### config.mk
export PLATFORM = sky130hd
export DESIGN_NAME = ptopo_min_unit
export DESIGN_NICKNAME = d
export VERILOG_FILES = /design/src/hdl/ptopo_pkg.sv /design/src/hdl/ptopo_min_unit.sv
export SDC_FILE = /design/constraint.sdc
export NUM_CORES = 1
export LEC_CHECK = 0
export BUFFER_PORTS_ARGS = -buffer_cell sky130_fd_sc_hd__buf_2
export CAP_MARGIN = 30
export CORE_ASPECT_RATIO = 0.75
export CORE_MARGIN = 2
export CORE_UTILIZATION = 45
export DETAILED_ROUTE_END_ITERATION = 12
export PLACE_DENSITY = 0.69
export SLEW_MARGIN = 20
export SYNTH_ARGS = -nofsm -noshare
export SYNTH_HDL_FRONTEND = slang
export SYNTH_SLANG_ARGS = --single-unit
### constraint.sdc
create_clock -name i_clk -period 3.4 [get_ports i_clk]
set_input_delay 0.34 -clock i_clk [delete_from_list [all_inputs] [get_ports i_clk]]
set_output_delay 0.34 -clock i_clk [all_outputs]
set_load 0.03 [all_outputs]
### src/hdl/ptopo_pkg.sv
// Shared types and constants for the priority topological ordering block.
package ptopo_pkg;

    localparam int PRIO_W = 16;
    localparam int FIELD_W = 6;
    localparam int CNT_W = 7;
    localparam int MODE_W = 2;

    localparam logic [MODE_W-1:0] MODE_PRIO = 2'd0;
    localparam logic [MODE_W-1:0] MODE_EDGE = 2'd1;
    localparam logic [MODE_W-1:0] MODE_RUN  = 2'd2;

    typedef struct packed {
        logic clear;
        logic sample;
    } t_scan_ctl;

endpackage

### src/hdl/ptopo_min_unit.sv
// Shared least-priority tracker used by every node scan.
module ptopo_min_unit #(
    parameter int NW = 6
) (
    input  logic                  i_clk,
    input  logic                  i_rst_n,
    input  ptopo_pkg::t_scan_ctl  i_ctl,
    input  logic [NW-1:0]         i_idx,
    input  logic [15:0]           i_prio,
    output logic                  o_vld,
    output logic [NW-1:0]         o_idx
);
    import ptopo_pkg::*;

    logic              r_vld;
    logic [NW-1:0]     r_idx;
    logic [PRIO_W-1:0] r_prio;
    logic              w_take;

    // strict less keeps the lower index on ties
    assign w_take = i_ctl.sample && (!r_vld || (i_prio < r_prio));

    always_ff @(posedge i_clk) begin
        if (!i_rst_n) begin
            r_vld <= 1'b0;
        end else if (i_ctl.clear) begin
            r_vld <= 1'b0;
        end else if (w_take) begin
            r_vld <= 1'b1;
        end
    end

    always_ff @(posedge i_clk) begin
        if (w_take) begin
            r_idx  <= i_idx;
            r_prio <= i_prio;
        end
    end

    assign o_vld = r_vld;
    assign o_idx = r_idx;

endmodule

==> results of run 1 <==
==> stage by stage <==
stage	total power, mW	hold slack (ns)	cell area [um2]	instances	worst slack (ns)
6_report	0.552	0.173	1370	151	1.08
5_1_grt	0.588	0.159	1370	151	0.913
4_1_cts	0.563	0.156	1370	151	1.05
3_5_place_dp	0.435	0.505	1350	147	0.956
3_3_place_gp	0.432	0.503	1350	147	1.03
2_1_floorplan	0.397	0.416	1110	80	0.834
==> kinds of logic after synthesis <==
logic type / synth area share, %
AO/OA/AOI/OAI: 11.4
adder cells (fa/ha/maj): 16.9
flip-flops: 61.3
buffers and inverters: 5.41
AND/OR/NAND/NOR: 5.07
==> layout make-up <==
cell class / instances / area, um2 / share of cell area [%]
flip-flops and latches: 23 / 681 / 49.6
multi-input cells: 41 / 382 / 27.8
well taps: 34 / 42.5 / 3.10
inverters: 16 / 60.1 / 4.38
repair buffers: 33 / 180 / 13.1
clock buffers: 3 / 22.5 / 1.64
clock inverters: 1 / 5.00 / 0.365
==> sequential cells by signal, indices dropped and copies added, names as in the netlist <==
name	count
r_prio	16
o_idx	6
o_vld	1
==> power by group through the flow <==
| stage | registers, mW | logic, mW | clock network [mW] |
|---|---|---|---|
| after global routing | 0.337 | 0.106 | 0.146 |
| after global placement | 0.341 | 0.0908 | 0 |
| after CTS | 0.335 | 0.0940 | 0.133 |
| after detailed placement | 0.342 | 0.0937 | 0 |
| final | 0.335 | 0.0926 | 0.124 |
| after floorplan | 0.352 | 0.0453 | 0 |
==> final timing paths <==
| check | slack [ns] | endpoint | depth (start not counted) |
|---|---|---|---|
| max reg2reg | 1.08 | r_prio[12]$_DFFE_PP_ | 7 |
| min reg2reg | 0.56 | o_vld$_SDFFE_PP0P_ | 2 |
| min | 0.17 | o_vld$_SDFFE_PP0P_ | 2 |
| max | 1.08 | r_prio[12]$_DFFE_PP_ | 7 |
==> synthesized netlist by cell type, drive strengths merged <==
cell | number | share of area [%]
a2111oi | 1 | 2.5
a211oi | 1 | 0.68
a21o | 1 | 0.68
a21oi | 5 | 2.3
a22o | 1 | 0.79
a311oi | 1 | 1.4
dfxtp | 1 | 1.8
edfxtp | 22 | 59
ha | 15 | 17
inv | 16 | 5.4
nand2 | 3 | 1.0
nand2b | 1 | 1.2
nand3 | 1 | 0.45
nand4 | 1 | 0.56
nor2 | 2 | 0.68
nor3 | 1 | 0.45
nor3b | 1 | 0.68
o211ai | 1 | 0.68
o21a | 1 | 0.68
o21ai | 4 | 1.8
==> metal layers <==
layer  vias to the layer above  routed length (um)  GRT usage (%)
li1                        371                   -              -
met1                       316                 853           19.8
met2                        23                 837           24.9
met3                         0                 111           6.06
met4                         0                   0           2.55
met5                         -                   0              0
==> flow_metrics.env, run 1 <==
export IMPL_synth_distinct_cells=21
export IMPL_area_delta_synth_final_pct=23.5
export IMPL_worstSkewPairLatency_ns=0.31
export IMPL_synth_area_mm2=0.00111
export IMPL_fin_util_pct=59.0
export IMPL_die_area_mm2=0.00289
export IMPL_drt_wl_total_um=1800
export IMPL_cts_hold_buffers=0
export IMPL_clock_sinks=23
export IMPL_path_cells="inv_1 -> ha_1 -> a21oi_1 -> o21ai_0 -> a22o_1 -> a311oi_4 -> buf_12"
export IMPL_num_vias=710
export IMPL_viasPerCell=4.70
export IMPL_maxCapViolCount=0
export IMPL_outcome="finished, final reports clean"
export IMPL_switching_share_pct=24.8
export IMPL_cts_tree="built"
export IMPL_synth_ff_latch_count=23
export IMPL_slew_viol_final=0
export IMPL_cts_resized=0
export IMPL_synth_fp_nets=121
export IMPL_numCtsBuffers=3
export IMPL_drive_gt1_share_pct=34.2
export IMPL_die_w_um=61.4
export IMPL_period_minus_slack_ns=2.32
export IMPL_worst_ep_required_time_ns=3.44
export IMPL_skew_ns=0.00334
export IMPL_antenna_found_initial=0
export IMPL_netlist_instances=80
export IMPL_globalplace_congestion=0.826
export IMPL_die_h_um=47.0
export IMPL_drt_pass1_iterations=4
export IMPL_p_seq_share_pct=60.7
export IMPL_tns_ns=0
export IMPL_yosysSeqAreaShare_pct=61.3
export IMPL_slew_headroom_pct=58.4
export IMPL_clock_path_buffers=2
export IMPL_clk_pin_slew_ns=0.12
export IMPL_cts_setup_buffers=0
export IMPL_core_area_mm2=0.00233
export IMPL_crit_type="register to register"
export IMPL_power_frac_comb_pct=16.8
export IMPL_slowest_delay_ns=0.59
export IMPL_htreeDepth=1
export IMPL_drc=0
export IMPL_num_io_pins=33
export IMPL_peakVddDrop_v=0.000253
export IMPL_tightest_slew_ns=0.624
export IMPL_cp_data_arrival_time_ns=2.36
export IMPL_path_buf_inv=2
export IMPL_grt_pass1_vias=704
export IMPL_core_rowCount=15
export IMPL_overflow=0
export IMPL_nNetsFinal=159
export IMPL_drt_iter0_drc=7
export IMPL_path_max_fanout=14
export IMPL_portBuffers=32
export IMPL_crit_start="r_prio[11]$_DFFE_PP_"
export IMPL_yosysWarnings=0
export IMPL_layout_common_cells="buf_2, edfxtp_1, inv_1, ha_1, a21oi_1"
export IMPL_fin_crit_sh_pct=68.3
export IMPL_worst_setup_path_end_kind="register"
export IMPL_r2r_start="r_prio[11]$_DFFE_PP_"
export IMPL_layout_commonest_cell="buf_2"
export IMPL_hold_viol=0
export IMPL_crit_path_start_kind="register"
export IMPL_hold_start="i_ctl[1]"
export IMPL_fmax_mhz=431
export IMPL_wl_per_cell_um=11.9
export IMPL_cp_top_family="compound AO/OA/AOI/OAI gates"
export IMPL_pwr_share_clk_pct=22.5
export IMPL_grt_start_max_net_pins=15
export IMPL_initial_core_util_pct=47.7
export IMPL_ant_nets=0
export IMPL_hold_path_class="input pin to register"
export IMPL_grt_pass1_wl_um=3100
export IMPL_p_leak_nw=0.636
export IMPL_p_sw_uw=137
export IMPL_cpMaxStageDelayCell="a311oi_4"
export IMPL_grtUsageTotal_pct=15.2
export IMPL_n_antenna_cell=0
export IMPL_setup_viol=0
export IMPL_root_buffer="clkbuf_4"
export IMPL_num_fill_cells=209
export IMPL_grt_setup_unrepaired="no"
export IMPL_p_per_area_mw_per_mm2=402
export IMPL_p_int_uw=415
export IMPL_synth_area_per_cell_um2=13.9
export IMPL_post_dp_hpwl_um=1510
(Power assumes the default switching activity.)
==> inputs of run 2 (changes only) <==
==> constraint.sdc (replaced) <==
create_clock -name i_clk -period 2.25 [get_ports i_clk]
set_input_delay 0.225 -clock i_clk [delete_from_list [all_inputs] [get_ports i_clk]]
set_output_delay 0.225 -clock i_clk [all_outputs]
set_load 0.03 [all_outputs]
==> flow_metrics.env, run 2 (synthesis results as in run 1) <==
export IMPL_outcome="finished, final reports clean"
export IMPL_skew_ns=0.00686
export IMPL_drt_iter0_drc=11
export IMPL_cp_data_arrival_time_ns=2.04
export IMPL_drc=0
export IMPL_clock_path_buffers=2
export IMPL_place_area_mm2=0.00135
export IMPL_worst_ep_required_time_ns=2.28
export IMPL_hold_path_class="input pin to register"
export IMPL_top_register="r_prio"
export IMPL_crit_type="register to register"
export IMPL_antenna_found_initial=0
export IMPL_p_per_area_mw_per_mm2=603
export IMPL_globalplace_congestion=0.751
export IMPL_area_delta_synth_final_pct=24.2
export IMPL_whs_ns=0.0584
export IMPL_layout_common_cells="buf_2, edfxtp_1, inv_1, ha_1, a21oi_1"
export IMPL_largest_reg_flops=16
export IMPL_setup_viol=0
export IMPL_grt_pass1_wl_um=2710
export IMPL_root_buffer="clkbuf_4"
export IMPL_drt_wl_total_um=1680
export IMPL_seqCellArea_um2=681
export IMPL_num_io_pins=33
export IMPL_path_max_fanout=6
export IMPL_wl_per_cell_um=11.1
export IMPL_worst_setup_path_end_kind="register"
export IMPL_grt_pass1_vias=670
export IMPL_cts_hold_buffers=0
export IMPL_slew_headroom_pct=73.8
export IMPL_fin_area_mm2=0.00138
export IMPL_maxCapViolCount=0
export IMPL_core_area_mm2=0.00233
export IMPL_die_h_um=47.0
export IMPL_num_vias=701
export IMPL_cts_setup_buffers=0
export IMPL_numCtsBuffers=3
export IMPL_initial_core_util_pct=47.7
export IMPL_viasPerCell=4.61
export IMPL_hold_viol=0
export IMPL_cts_resized=0
export IMPL_fmax_mhz=499
export IMPL_die_area_mm2=0.00289
export IMPL_grtUsageTotal_pct=13.7
export IMPL_grt_setup_unrepaired="no"
export IMPL_drive_gt1_share_pct=34.7
export IMPL_slew_viol_final=0
export IMPL_cts_tree="built"
export IMPL_ant_nets=0
export IMPL_die_w_um=61.4
export IMPL_worstSkewPairLatency_ns=0.31
export IMPL_tns_ns=0
export IMPL_layout_commonest_cell="buf_2"
export IMPL_htreeDepth=1
export IMPL_nNetsFinal=160
export IMPL_tightest_slew_ns=0.390
export IMPL_post_dp_hpwl_um=1380
export IMPL_num_fill_cells=201
export IMPL_clock_sinks=23
export IMPL_fin_crit_sh_pct=89.0
export IMPL_clk_pin_slew_ns=0.12
export IMPL_crit_path_start_kind="register"
export IMPL_period_minus_slack_ns=2.00
export IMPL_n_antenna_cell=0
export IMPL_multiInputGateArea_um2=382
export IMPL_overflow=0
export IMPL_core_rowCount=15
export IMPL_grt_start_max_net_pins=17
export IMPL_peakVddDrop_v=0.000492
export IMPL_portBuffers=32
export IMPL_p_leak_nw=0.641
export IMPL_drt_pass1_iterations=4
==> run 2: cell types whose count changed in the layout (fill, tap and decap cells not counted), sizes merged <==
| cell | delta |
|---|---|
| buf | +1 |
==> run 2: final cells by class <==
class,count,share of cell area (%)
sequential,23,49.3
multi-input combinational,41,27.7
timing repair buffer,34,13.6
inverter,16,4.35
tap,34,3.08
clock buffer,3,1.63
clock inverter,1,0.363
==> run 2: final timing paths <==
kind                       start                   to  slack (ns)  depth (start not counted)
max          r_prio[6]$_DFFE_PP_  r_prio[9]$_DFFE_PP_        0.25                          7
max reg2reg  r_prio[6]$_DFFE_PP_  r_prio[9]$_DFFE_PP_        0.25                          7
min                     i_ctl[1]   o_vld$_SDFFE_PP0P_        0.06                          2
min reg2reg   o_vld$_SDFFE_PP0P_   o_vld$_SDFFE_PP0P_        0.54                          2
==> run 2: power by group <==
| group | switching [mW] | internal [mW] | leakage [nW] |
|---|---|---|---|
| Sequential | 0.00695 | 0.499 | 0.223 |
| Clock | 0.119 | 0.0664 | 0.0177 |
| Combinational | 0.0776 | 0.0632 | 0.401 |
==> run 2: per-stage QoR <==
stage / utilization, % / instances / power (mW) / setup WS (ns)
5_1_grt: 59.3 / 152 / 0.882 / 0.110
3_5_place_dp: 58.1 / 148 / 0.658 / 0.257
2_1_floorplan: - / 80 / 0.603 / 0.0221
6_report: 59.3 / 152 / 0.832 / 0.247
4_1_cts: 59.3 / 152 / 0.846 / 0.236
3_3_place_gp: 58.1 / 148 / 0.654 / 0.302
==> run 2: layer usage <==
layer | vias to the layer above | routed length, um | GRT usage [%]
met2 | 21 | 785 | 24.0
met1 | 309 | 777 | 15.6
met4 | 0 | 6 | 3.83
li1 | 369 | - | -
met5 | - | 0 | 0
met3 | 2 | 111 | 5.79
==> run 2: critical path, stage by stage, from the launching register on <==
cell and delay (ns):
edfxtp_1 0.39, inv_1 0.07, ha_1 0.23, a21o_1 0.18, a211oi_1 0.22, o21ai_1 0.13
a311oi_4 0.28, buf_4 0.22
